## src/sv/mft_pkg.sv

```systemverilog
// ----------------------------------------------------------------------------
// mft_pkg
// Shared types and constants for the multi-turn motor feedback tracker.
// ----------------------------------------------------------------------------
package mft_pkg;

    // Shared multiplier: signed operands and product
    localparam int OPND_W = 33;
    localparam int PROD_W = 2 * OPND_W;

    // Datapath operation codes, one per step of the sequence
    localparam logic [2:0] OP_NONE = 3'd0;
    localparam logic [2:0] OP_MAG  = 3'd1;
    localparam logic [2:0] OP_POW  = 3'd2;
    localparam logic [2:0] OP_FLT  = 3'd3;
    localparam logic [2:0] OP_CUR  = 3'd4;
    localparam logic [2:0] OP_TOT  = 3'd5;
    localparam logic [2:0] OP_FIN  = 3'd6;

    // Configuration register indexes (byte address = 4 * index)
    localparam logic [1:0] REG_INIT_FRAMES = 2'd0;
    localparam logic [1:0] REG_LPF_ALPHA   = 2'd1;
    localparam logic [1:0] REG_POWER_COEF  = 2'd2;

    localparam logic [7:0]  INIT_FRAMES_RST = 8'd50;
    localparam logic [15:0] LPF_ALPHA_RST   = 16'd1966;
    localparam logic [31:0] POWER_COEF_RST  = 32'd16924;

    typedef struct packed {
        logic       load;
        logic       step;
        logic [2:0] op;
        logic       emit;
    } mft_cmd_t;

    typedef struct packed {
        logic init_done;
        logic out_free;
    } mft_stat_t;

endpackage

```

## src/sv/motor_feedback_multiturn_tracker.sv

```systemverilog
// ----------------------------------------------------------------------------
// motor_feedback_multiturn_tracker
// Offset capture, multi-turn angle unwrap, current low-pass and power
// estimate for one decoded motor feedback frame, with an APB register port.
// ----------------------------------------------------------------------------
// Frames are taken one at a time: a new frame is accepted only once the
// previous result has been handed to the output register. Tracked frames
// make five passes through the single shared 33x33 multiplier; offset-capture
// frames skip them.
// Reset: tracker state clears to zero, registers take their defaults.
module motor_feedback_multiturn_tracker #(
    parameter int COUNTS_PER_TURN = 8192
) (
    input  logic               clk,
    input  logic               rst_n,
    input  logic               psel,
    input  logic               penable,
    input  logic               pwrite,
    input  logic [3:0]         paddr,
    input  logic [31:0]        pwdata,
    output logic [31:0]        prdata,
    output logic               pready,
    input  logic               in_valid,
    output logic               in_ready,
    input  logic [15:0]        angle_raw,
    input  logic signed [15:0] speed_raw,
    input  logic signed [15:0] current_raw,
    input  logic [7:0]         temperature_raw,
    output logic               out_valid,
    input  logic               out_ready,
    output logic               tracking,
    output logic [15:0]        offset_out,
    output logic [15:0]        angle_out,
    output logic signed [15:0] speed_out,
    output logic signed [15:0] current_out,
    output logic [7:0]         temperature_out,
    output logic signed [23:0] turn_count,
    output logic signed [36:0] total_angle_out,
    output logic signed [31:0] filtered_current_q16,
    output logic [28:0]        power_q16
);
    import mft_pkg::*;

    logic [7:0]  init_frames_reg;
    logic [15:0] lpf_alpha_reg;
    logic [31:0] power_coef_reg;
    logic        wr_en;

    mft_cmd_t  cmd;
    mft_stat_t stat;

    assign pready = 1'b1;
    assign wr_en  = psel && penable && pwrite && pready;

    always_ff @(posedge clk or negedge rst_n)
    begin
        if (!rst_n)
        begin
            init_frames_reg <= INIT_FRAMES_RST;
            lpf_alpha_reg   <= LPF_ALPHA_RST;
            power_coef_reg  <= POWER_COEF_RST;
        end
        else if (wr_en)
        begin
            case (paddr[3:2])
                REG_INIT_FRAMES: init_frames_reg <= pwdata[7:0];
                REG_LPF_ALPHA:   lpf_alpha_reg   <= pwdata[15:0];
                REG_POWER_COEF:  power_coef_reg  <= pwdata;
                default:         ;
            endcase
        end
    end

    always_comb
    begin
        case (paddr[3:2])
            REG_INIT_FRAMES: prdata = {24'd0, init_frames_reg};
            REG_LPF_ALPHA:   prdata = {16'd0, lpf_alpha_reg};
            REG_POWER_COEF:  prdata = power_coef_reg;
            default:         prdata = '0;
        endcase
    end

    mft_ctrl u_ctrl (
        .clk      (clk),
        .rst_n    (rst_n),
        .in_valid (in_valid),
        .in_ready (in_ready),
        .stat     (stat),
        .cmd      (cmd)
    );

    mft_datapath #(
        .COUNTS_PER_TURN (COUNTS_PER_TURN)
    ) u_datapath (
        .clk                  (clk),
        .rst_n                (rst_n),
        .cmd                  (cmd),
        .stat                 (stat),
        .init_frames          (init_frames_reg),
        .lpf_alpha_q16        (lpf_alpha_reg),
        .power_coef_q32       (power_coef_reg),
        .angle_raw            (angle_raw),
        .speed_raw            (speed_raw),
        .current_raw          (current_raw),
        .temperature_raw      (temperature_raw),
        .out_ready            (out_ready),
        .out_valid            (out_valid),
        .tracking             (tracking),
        .offset_out           (offset_out),
        .angle_out            (angle_out),
        .speed_out            (speed_out),
        .current_out          (current_out),
        .temperature_out      (temperature_out),
        .turn_count           (turn_count),
        .total_angle_out      (total_angle_out),
        .filtered_current_q16 (filtered_current_q16),
        .power_q16            (power_q16)
    );

endmodule

```

## src/sv/mft_ctrl.sv

```systemverilog
// ----------------------------------------------------------------------------
// mft_ctrl
// Sequencer: accepts one frame, steps a tracked frame through the shared
// multiplier passes and hands the result to the output register.
// ----------------------------------------------------------------------------
module mft_ctrl (
    input  logic                clk,
    input  logic                rst_n,
    input  logic                in_valid,
    output logic                in_ready,
    input  mft_pkg::mft_stat_t  stat,
    output mft_pkg::mft_cmd_t   cmd
);
    import mft_pkg::*;

    localparam logic [3:0] S_IDLE = 4'd0;
    localparam logic [3:0] S_STEP = 4'd1;
    localparam logic [3:0] S_MAG  = 4'd2;
    localparam logic [3:0] S_POW  = 4'd3;
    localparam logic [3:0] S_FLT  = 4'd4;
    localparam logic [3:0] S_CUR  = 4'd5;
    localparam logic [3:0] S_TOT  = 4'd6;
    localparam logic [3:0] S_FIN  = 4'd7;
    localparam logic [3:0] S_DONE = 4'd8;

    logic [3:0] state_reg;
    logic [3:0] state_next;

    always_ff @(posedge clk or negedge rst_n)
    begin
        if (!rst_n)
        begin
            state_reg <= S_IDLE;
        end
        else
        begin
            state_reg <= state_next;
        end
    end

    always_comb
    begin
        state_next = state_reg;
        cmd        = '0;
        cmd.op     = OP_NONE;
        case (state_reg)
            S_IDLE:
            begin
                if (in_valid)
                begin
                    cmd.load   = 1'b1;
                    state_next = S_STEP;
                end
            end
            S_STEP:
            begin
                cmd.step   = 1'b1;
                // capture frames skip the arithmetic
                state_next = stat.init_done ? S_MAG : S_DONE;
            end
            S_MAG:
            begin
                cmd.op     = OP_MAG;
                state_next = S_POW;
            end
            S_POW:
            begin
                cmd.op     = OP_POW;
                state_next = S_FLT;
            end
            S_FLT:
            begin
                cmd.op     = OP_FLT;
                state_next = S_CUR;
            end
            S_CUR:
            begin
                cmd.op     = OP_CUR;
                state_next = S_TOT;
            end
            S_TOT:
            begin
                cmd.op     = OP_TOT;
                state_next = S_FIN;
            end
            S_FIN:
            begin
                cmd.op     = OP_FIN;
                state_next = S_DONE;
            end
            S_DONE:
            begin
                // hold until the output register is free
                if (stat.out_free)
                begin
                    cmd.emit   = 1'b1;
                    state_next = S_IDLE;
                end
            end
            default:
            begin
                state_next = S_IDLE;
            end
        endcase
    end

    assign in_ready = (state_reg == S_IDLE);

endmodule

```

## src/sv/mft_datapath.sv

```systemverilog
// ----------------------------------------------------------------------------
// mft_datapath
// Frame registers, tracker state, shared 33x33 multiplier, saturation logic
// and the output register.
// ----------------------------------------------------------------------------
module mft_datapath #(
    parameter int COUNTS_PER_TURN = 8192
) (
    input  logic                clk,
    input  logic                rst_n,
    input  mft_pkg::mft_cmd_t   cmd,
    output mft_pkg::mft_stat_t  stat,
    input  logic [7:0]          init_frames,
    input  logic [15:0]         lpf_alpha_q16,
    input  logic [31:0]         power_coef_q32,
    input  logic [15:0]         angle_raw,
    input  logic signed [15:0]  speed_raw,
    input  logic signed [15:0]  current_raw,
    input  logic [7:0]          temperature_raw,
    input  logic                out_ready,
    output logic                out_valid,
    output logic                tracking,
    output logic [15:0]         offset_out,
    output logic [15:0]         angle_out,
    output logic signed [15:0]  speed_out,
    output logic signed [15:0]  current_out,
    output logic [7:0]          temperature_out,
    output logic signed [23:0]  turn_count,
    output logic signed [36:0]  total_angle_out,
    output logic signed [31:0]  filtered_current_q16,
    output logic [28:0]         power_q16
);
    import mft_pkg::*;

    localparam logic signed [17:0] HALF_TURN     = 18'(COUNTS_PER_TURN / 2);
    localparam logic signed [17:0] NEG_HALF_TURN = -HALF_TURN;
    localparam logic [OPND_W-1:0]  TURN_MULT     = OPND_W'(COUNTS_PER_TURN);
    localparam logic signed [23:0] TURNS_MAX     = 24'sh7F_FFFF;
    localparam logic signed [23:0] TURNS_MIN     = 24'sh80_0000;

    // frame registers
    logic [15:0]        ang_reg;
    logic signed [15:0] spd_reg;
    logic signed [15:0] cur_reg;
    logic [7:0]         tmp_reg;

    // tracker state
    logic               init_done_reg, init_done_next;
    logic [7:0]         init_cnt_reg, init_cnt_next;
    logic [15:0]        offset_reg, offset_next;
    logic [15:0]        prev_reg, prev_next;
    logic signed [23:0] turns_reg, turns_next;
    logic signed [31:0] filter_reg, filter_next;
    logic               out_valid_reg, out_valid_next;

    // work registers
    logic                      trk_reg;
    logic signed [PROD_W-1:0]  prod_reg;
    logic signed [PROD_W-1:0]  acc_reg;
    logic [28:0]               power_reg;
    logic signed [36:0]        total_reg;

    logic [8:0]                cnt_inc;
    logic signed [17:0]        diff;
    logic signed [OPND_W-1:0]  mul_a;
    logic signed [OPND_W-1:0]  mul_b;
    logic signed [PROD_W-1:0]  prod_next;
    logic [31:0]               cs_low;
    logic [31:0]               cs_abs;
    logic signed [PROD_W-1:0]  flt_sum;
    logic signed [PROD_W-1:0]  flt_shr;
    logic signed [31:0]        flt_sat;
    logic [28:0]               pw_sat;
    logic signed [PROD_W-1:0]  tot_sum;
    logic signed [36:0]        tot_sat;

    assign cnt_inc = {1'b0, init_cnt_reg} + 9'd1;
    assign diff    = $signed({2'b00, ang_reg}) - $signed({2'b00, prev_reg});

    // magnitude of current times speed, fits in 31 bits
    assign cs_low = prod_reg[31:0];
    assign cs_abs = cs_low[31] ? 32'(~cs_low + 32'd1) : cs_low;

    always_comb
    begin
        case (cmd.op)
            OP_MAG:
            begin
                mul_a = {{(OPND_W-16){cur_reg[15]}}, cur_reg};
                mul_b = {{(OPND_W-16){spd_reg[15]}}, spd_reg};
            end
            OP_POW:
            begin
                mul_a = {2'b00, cs_abs[30:0]};
                mul_b = {1'b0, power_coef_q32};
            end
            OP_FLT:
            begin
                mul_a = {filter_reg[31], filter_reg};
                mul_b = {16'd0, 17'(17'd65536 - {1'b0, lpf_alpha_q16})};
            end
            OP_CUR:
            begin
                mul_a = {{(OPND_W-16){cur_reg[15]}}, cur_reg};
                mul_b = {17'd0, lpf_alpha_q16};
            end
            OP_TOT:
            begin
                mul_a = {{(OPND_W-24){turns_reg[23]}}, turns_reg};
                mul_b = TURN_MULT;
            end
            default:
            begin
                mul_a = '0;
                mul_b = '0;
            end
        endcase
    end

    assign prod_next = mul_a * mul_b;

    // filter: floor((F*(2^16-a) + cur*a*2^16) / 2^16), saturated to 32 bits
    assign flt_sum = acc_reg + (prod_reg <<< 16);
    assign flt_shr = flt_sum >>> 16;
    always_comb
    begin
        if (flt_shr[PROD_W-1:31] != {(PROD_W-31){flt_shr[31]}})
        begin
            flt_sat = flt_shr[PROD_W-1] ? 32'sh8000_0000 : 32'sh7FFF_FFFF;
        end
        else
        begin
            flt_sat = flt_shr[31:0];
        end
    end

    // power is never negative; clip to 29 bits
    assign pw_sat = (|prod_reg[PROD_W-1:45]) ? '1 : prod_reg[44:16];

    assign tot_sum = prod_reg + $signed({{(PROD_W-16){1'b0}}, ang_reg});
    always_comb
    begin
        if (tot_sum[PROD_W-1:36] != {(PROD_W-36){tot_sum[36]}})
        begin
            tot_sat = tot_sum[PROD_W-1] ? 37'sh10_0000_0000 : 37'sh0F_FFFF_FFFF;
        end
        else
        begin
            tot_sat = tot_sum[36:0];
        end
    end

    always_comb
    begin
        init_done_next = init_done_reg;
        init_cnt_next  = init_cnt_reg;
        offset_next    = offset_reg;
        prev_next      = prev_reg;
        turns_next     = turns_reg;
        filter_next    = filter_reg;
        if (cmd.step)
        begin
            if (!init_done_reg)
            begin
                if (cnt_inc > {1'b0, init_frames})
                begin
                    init_done_next = 1'b1;
                end
                else
                begin
                    offset_next = ang_reg;
                end
                init_cnt_next = cnt_inc[8] ? 8'hFF : cnt_inc[7:0];
                prev_next     = offset_next;
            end
            else
            begin
                // a jump of more than half a turn is a wrap
                if (diff > HALF_TURN)
                begin
                    if (turns_reg != TURNS_MIN)
                    begin
                        turns_next = turns_reg - 24'sd1;
                    end
                end
                else if (diff < NEG_HALF_TURN)
                begin
                    if (turns_reg != TURNS_MAX)
                    begin
                        turns_next = turns_reg + 24'sd1;
                    end
                end
                prev_next = ang_reg;
            end
        end
        if (cmd.op == OP_TOT)
        begin
            filter_next = flt_sat;
        end
    end

    always_comb
    begin
        if (cmd.emit)
        begin
            out_valid_next = 1'b1;
        end
        else
        begin
            out_valid_next = out_valid_reg && !out_ready;
        end
    end

    always_ff @(posedge clk or negedge rst_n)
    begin
        if (!rst_n)
        begin
            init_done_reg <= 1'b0;
            init_cnt_reg  <= '0;
            offset_reg    <= '0;
            prev_reg      <= '0;
            turns_reg     <= '0;
            filter_reg    <= '0;
            out_valid_reg <= 1'b0;
        end
        else
        begin
            init_done_reg <= init_done_next;
            init_cnt_reg  <= init_cnt_next;
            offset_reg    <= offset_next;
            prev_reg      <= prev_next;
            turns_reg     <= turns_next;
            filter_reg    <= filter_next;
            out_valid_reg <= out_valid_next;
        end
    end

    always_ff @(posedge clk)
    begin
        if (cmd.load)
        begin
            ang_reg <= angle_raw;
            spd_reg <= speed_raw;
            cur_reg <= current_raw;
            tmp_reg <= temperature_raw;
        end
        if (cmd.step)
        begin
            trk_reg <= init_done_reg;
        end
        if (cmd.op != OP_NONE)
        begin
            prod_reg <= prod_next;
        end
        case (cmd.op)
            OP_FLT:  power_reg <= pw_sat;
            OP_CUR:  acc_reg   <= prod_reg;
            OP_FIN:  total_reg <= tot_sat;
            default: ;
        endcase
        if (cmd.emit)
        begin
            tracking             <= trk_reg;
            offset_out           <= offset_reg;
            angle_out            <= ang_reg;
            speed_out            <= spd_reg;
            current_out          <= cur_reg;
            temperature_out      <= tmp_reg;
            turn_count           <= turns_reg;
            total_angle_out      <= trk_reg ? total_reg : '0;
            filtered_current_q16 <= filter_reg;
            power_q16            <= trk_reg ? power_reg : '0;
        end
    end

    assign out_valid      = out_valid_reg;
    assign stat.init_done = init_done_reg;
    assign stat.out_free  = !out_valid_reg || out_ready;

endmodule

```

## config.mk

```make
export PLATFORM = sky130hd
export DESIGN_NAME = motor_feedback_multiturn_tracker
export DESIGN_NICKNAME = d
export VERILOG_FILES = /design/src/sv/mft_pkg.sv /design/src/sv/motor_feedback_multiturn_tracker.sv /design/src/sv/mft_ctrl.sv /design/src/sv/mft_datapath.sv
export SDC_FILE = /design/constraint.sdc
export NUM_CORES = 2
export LEC_CHECK = 0
export BUFFER_PORTS_ARGS = -buffer_cell sky130_fd_sc_hd__buf_2
export CORE_MARGIN = 5
export CORE_UTILIZATION = 34
export DETAILED_ROUTE_END_ITERATION = 16
export GPL_ROUTABILITY_DRIVEN = 0
export HOLD_SLACK_MARGIN = 0.12
export PLACE_DENSITY = 0.56
export SLEW_MARGIN = 20
export SYNTH_ARGS = -nofsm -noshare
export SYNTH_HDL_FRONTEND = slang
export SYNTH_HIERARCHICAL = 1
export SYNTH_SLANG_ARGS = --single-unit
```

## constraint.sdc

```tcl
create_clock -name clk -period 15.1 [get_ports clk]
set_input_delay 3.02 -clock clk [delete_from_list [all_inputs] [get_ports clk]]
set_output_delay 3.02 -clock clk [all_outputs]
set_load 0.1 [all_outputs]
```

==> flow_summary.ini <==
[drt]
routed_wl_microns = 214000
routedWlPerCell_microns = 22.2
drtPass1Iterations = 9
drtIter0Drc = 4391
via_count = 50000
via_per_inst = 5.19
remaining_drc_errors = 0
drtAntennaViolNets = 0

[synthesis]
synth-seq-cells = 592
synth_top_cell_by_area = fa_1
avgSynthCellArea_sq_um = 10.0
synth_nets = 8262
synthFlopType = edfxtp_1
ys_seq_area_frac = 0.253
ys_types = 97
synth-xor-area-share = 0.0301
synth_top_area_share = 0.336
synth_edf_count = 434
synthMuxAreaShare = 0.0255
netlist_area_sq_um = 67200
synth_top_family_by_area = adder cells
yosys.area_share.simple = 0.129
ys_warn_count = 6
netlist_top_cells_area = fa_1, edfxtp_1, inv_1
synth_compound_area_frac = 0.0790
syn-instance-count = 6706
synthAdderAreaFrac = 0.397
ys_async_sr_fraction = 0.267

[setup_path]
r2r_end = u_datapath/prod_reg[64]
critPathKind = register to register
arrival_ps = 13970
ff2ff_path_depth = 34
r2r_start = u_datapath/prod_reg[10]
crit_buf_inv = 4
endpoint_kind = register
critPathMaxFanout = 7
required_ps = 15490
cp_common_cell = fa_1
startpoint_type = register
r2r_slack_ps = 1520
worst_path_largest_cell_delay_ps = 890
slowest_stage = a311oi_1
cp.depth = 34
cp_top_family = compound AO/OA/AOI/OAI gates

[timing]
period_minus_slack_ps = 13580
max_slew_margin = 0.209
finalHoldViolCount = 0
skew_ps = 36.6
fmax_ghz = 0.0737
setup_viol = 0
setup_ws_ps = 1520
finalCritPeriodShare = 0.899
rsz0062_at_grt = false
tightest_slew_ps = 1190
report.final.slew_viol_count = 0
tns_ps = 0

[clock_network]
cts_resized = 0
clock_latency_ps = 690
post_cts_buffers = 0
clk_pin_slew_ps = 60
cts_buffers = 68
cts_sinks = 592
h-tree-depth = 3
clockBufferDepth = 3
cts_tree = yes
hold_buffers = 0
root_buffer = clkbuf_16

[finish]
fin_nets = 8495
syn2layout_area_growth_pct = 11.2
stdcell_area_sq_um = 74700
final_common_cell = inv_1
fillers = 19400
mostFrequentLayoutCells = inv_1, fa_1, nor2_1
largest_reg_flops = 66
drive_above_1_share = 0.114
fin_util = 0.380
multi_input_area_sq_um = 44900
register_area_sq_um = 17000

[die]
fp.dieH_microns = 454
die_w_microns = 454
io_pins = 329
rows = 163
start_util = 0.341
core_area_sq_um = 197000
die_area_sq_um = 206000

[min_path]
holdPathStages = 0
worstHoldStart = u_datapath/tmp_reg[5]
whs_endpoint = u_datapath/temperature_out[5]
hold_path.class = register to register

[placement]
portBuffers = 325
placed_area_sq_um = 72400
dpl.hpwl_microns = 166000
dp_slack_ps = 1710

[global_route]
track_usage = 0.208
grt_max_degree = 75
grt_pass1_vias = 52700
grt_overflow = 0
antenna_found_initial = 7
grt_pass1_wl_microns = 325000

[flow_run]
cap_viol_max_count = 0

[status]
status = complete, no violations
-- kinds of logic (layout without fill, tap and decap cells) --
logic type | after synthesis | in the layout
simple gates | 1981 | 1981
fa+ha+maj | 1457 | 1457
compound gates | 787 | 787
mux | 156 | 156
buf+inv | 1501 | 1790
flops | 592 | 592
other cells | 1 | 6
xor+xnor | 231 | 231
-- area by class of cell --
type | count | area share
sequential | 592 | 0.228
clock buffer | 81 | 0.0243
inverter | 1196 | 0.0601
antenna | 5 | 0.000168
timing repair buffer | 468 | 0.0365
tap | 2640 | 0.0442
multi-input combinational | 4613 | 0.601
clock inverter | 45 | 0.00653
-- per-stage QoR --
step / hold slack (ps) / std cells
final: 417 / 9640
after global placement: 401 / 9508
after global routing: 425 / 9635
after CTS: 418 / 9634
after floorplan: 400 / 6706
after detailed placement: 405 / 9508
-- worst max path at each step --
stage	from	end	slack [ps]
after floorplan	out_ready	u_datapath/angle_out[0]	3060
after global placement	u_datapath/prod_reg[10]	u_datapath/prod_reg[64]	1820
after detailed placement	u_datapath/prod_reg[10]	u_datapath/prod_reg[64]	1710
after CTS	u_datapath/prod_reg[10]	u_datapath/prod_reg[64]	1670
after global routing	u_datapath/prod_reg[10]	u_datapath/prod_reg[64]	1220
final	u_datapath/prod_reg[10]	u_datapath/prod_reg[64]	1520
-- routing by layer --
layer | GRT usage | part of all wire
met4 | 0.103 | 0.059
met5 | 0 | 0.00010
met3 | 0.0398 | 0.083
met1 | 0.261 | 0.39
met2 | 0.346 | 0.47
-- synthesized netlist by cell type (28+ instances only) --
cell type / number
a211oi_1: 28
a21o_1: 72
a21oi_1: 210
and2_1: 110
and3_1: 30
buf_2: 29
clkbuf_1: 253
dfrtp_1: 142
edfxtp_1: 434
fa_1: 1126
ha_1: 331
inv_1: 1193
mux2_2: 81
mux2i_1: 65
nand2_1: 733
nand2b_1: 45
nand3_1: 64
nand4_1: 38
nor2_1: 736
nor2b_1: 29
nor3_1: 50
o211ai_1: 42
o21a_1: 34
o21ai_0: 141
or3_1: 54
xnor2_1: 113
xor2_1: 118
Power is left out: the tool's default activity adds up to more than one toggle a clock period on the data nets, which glitch-free logic cannot reach.
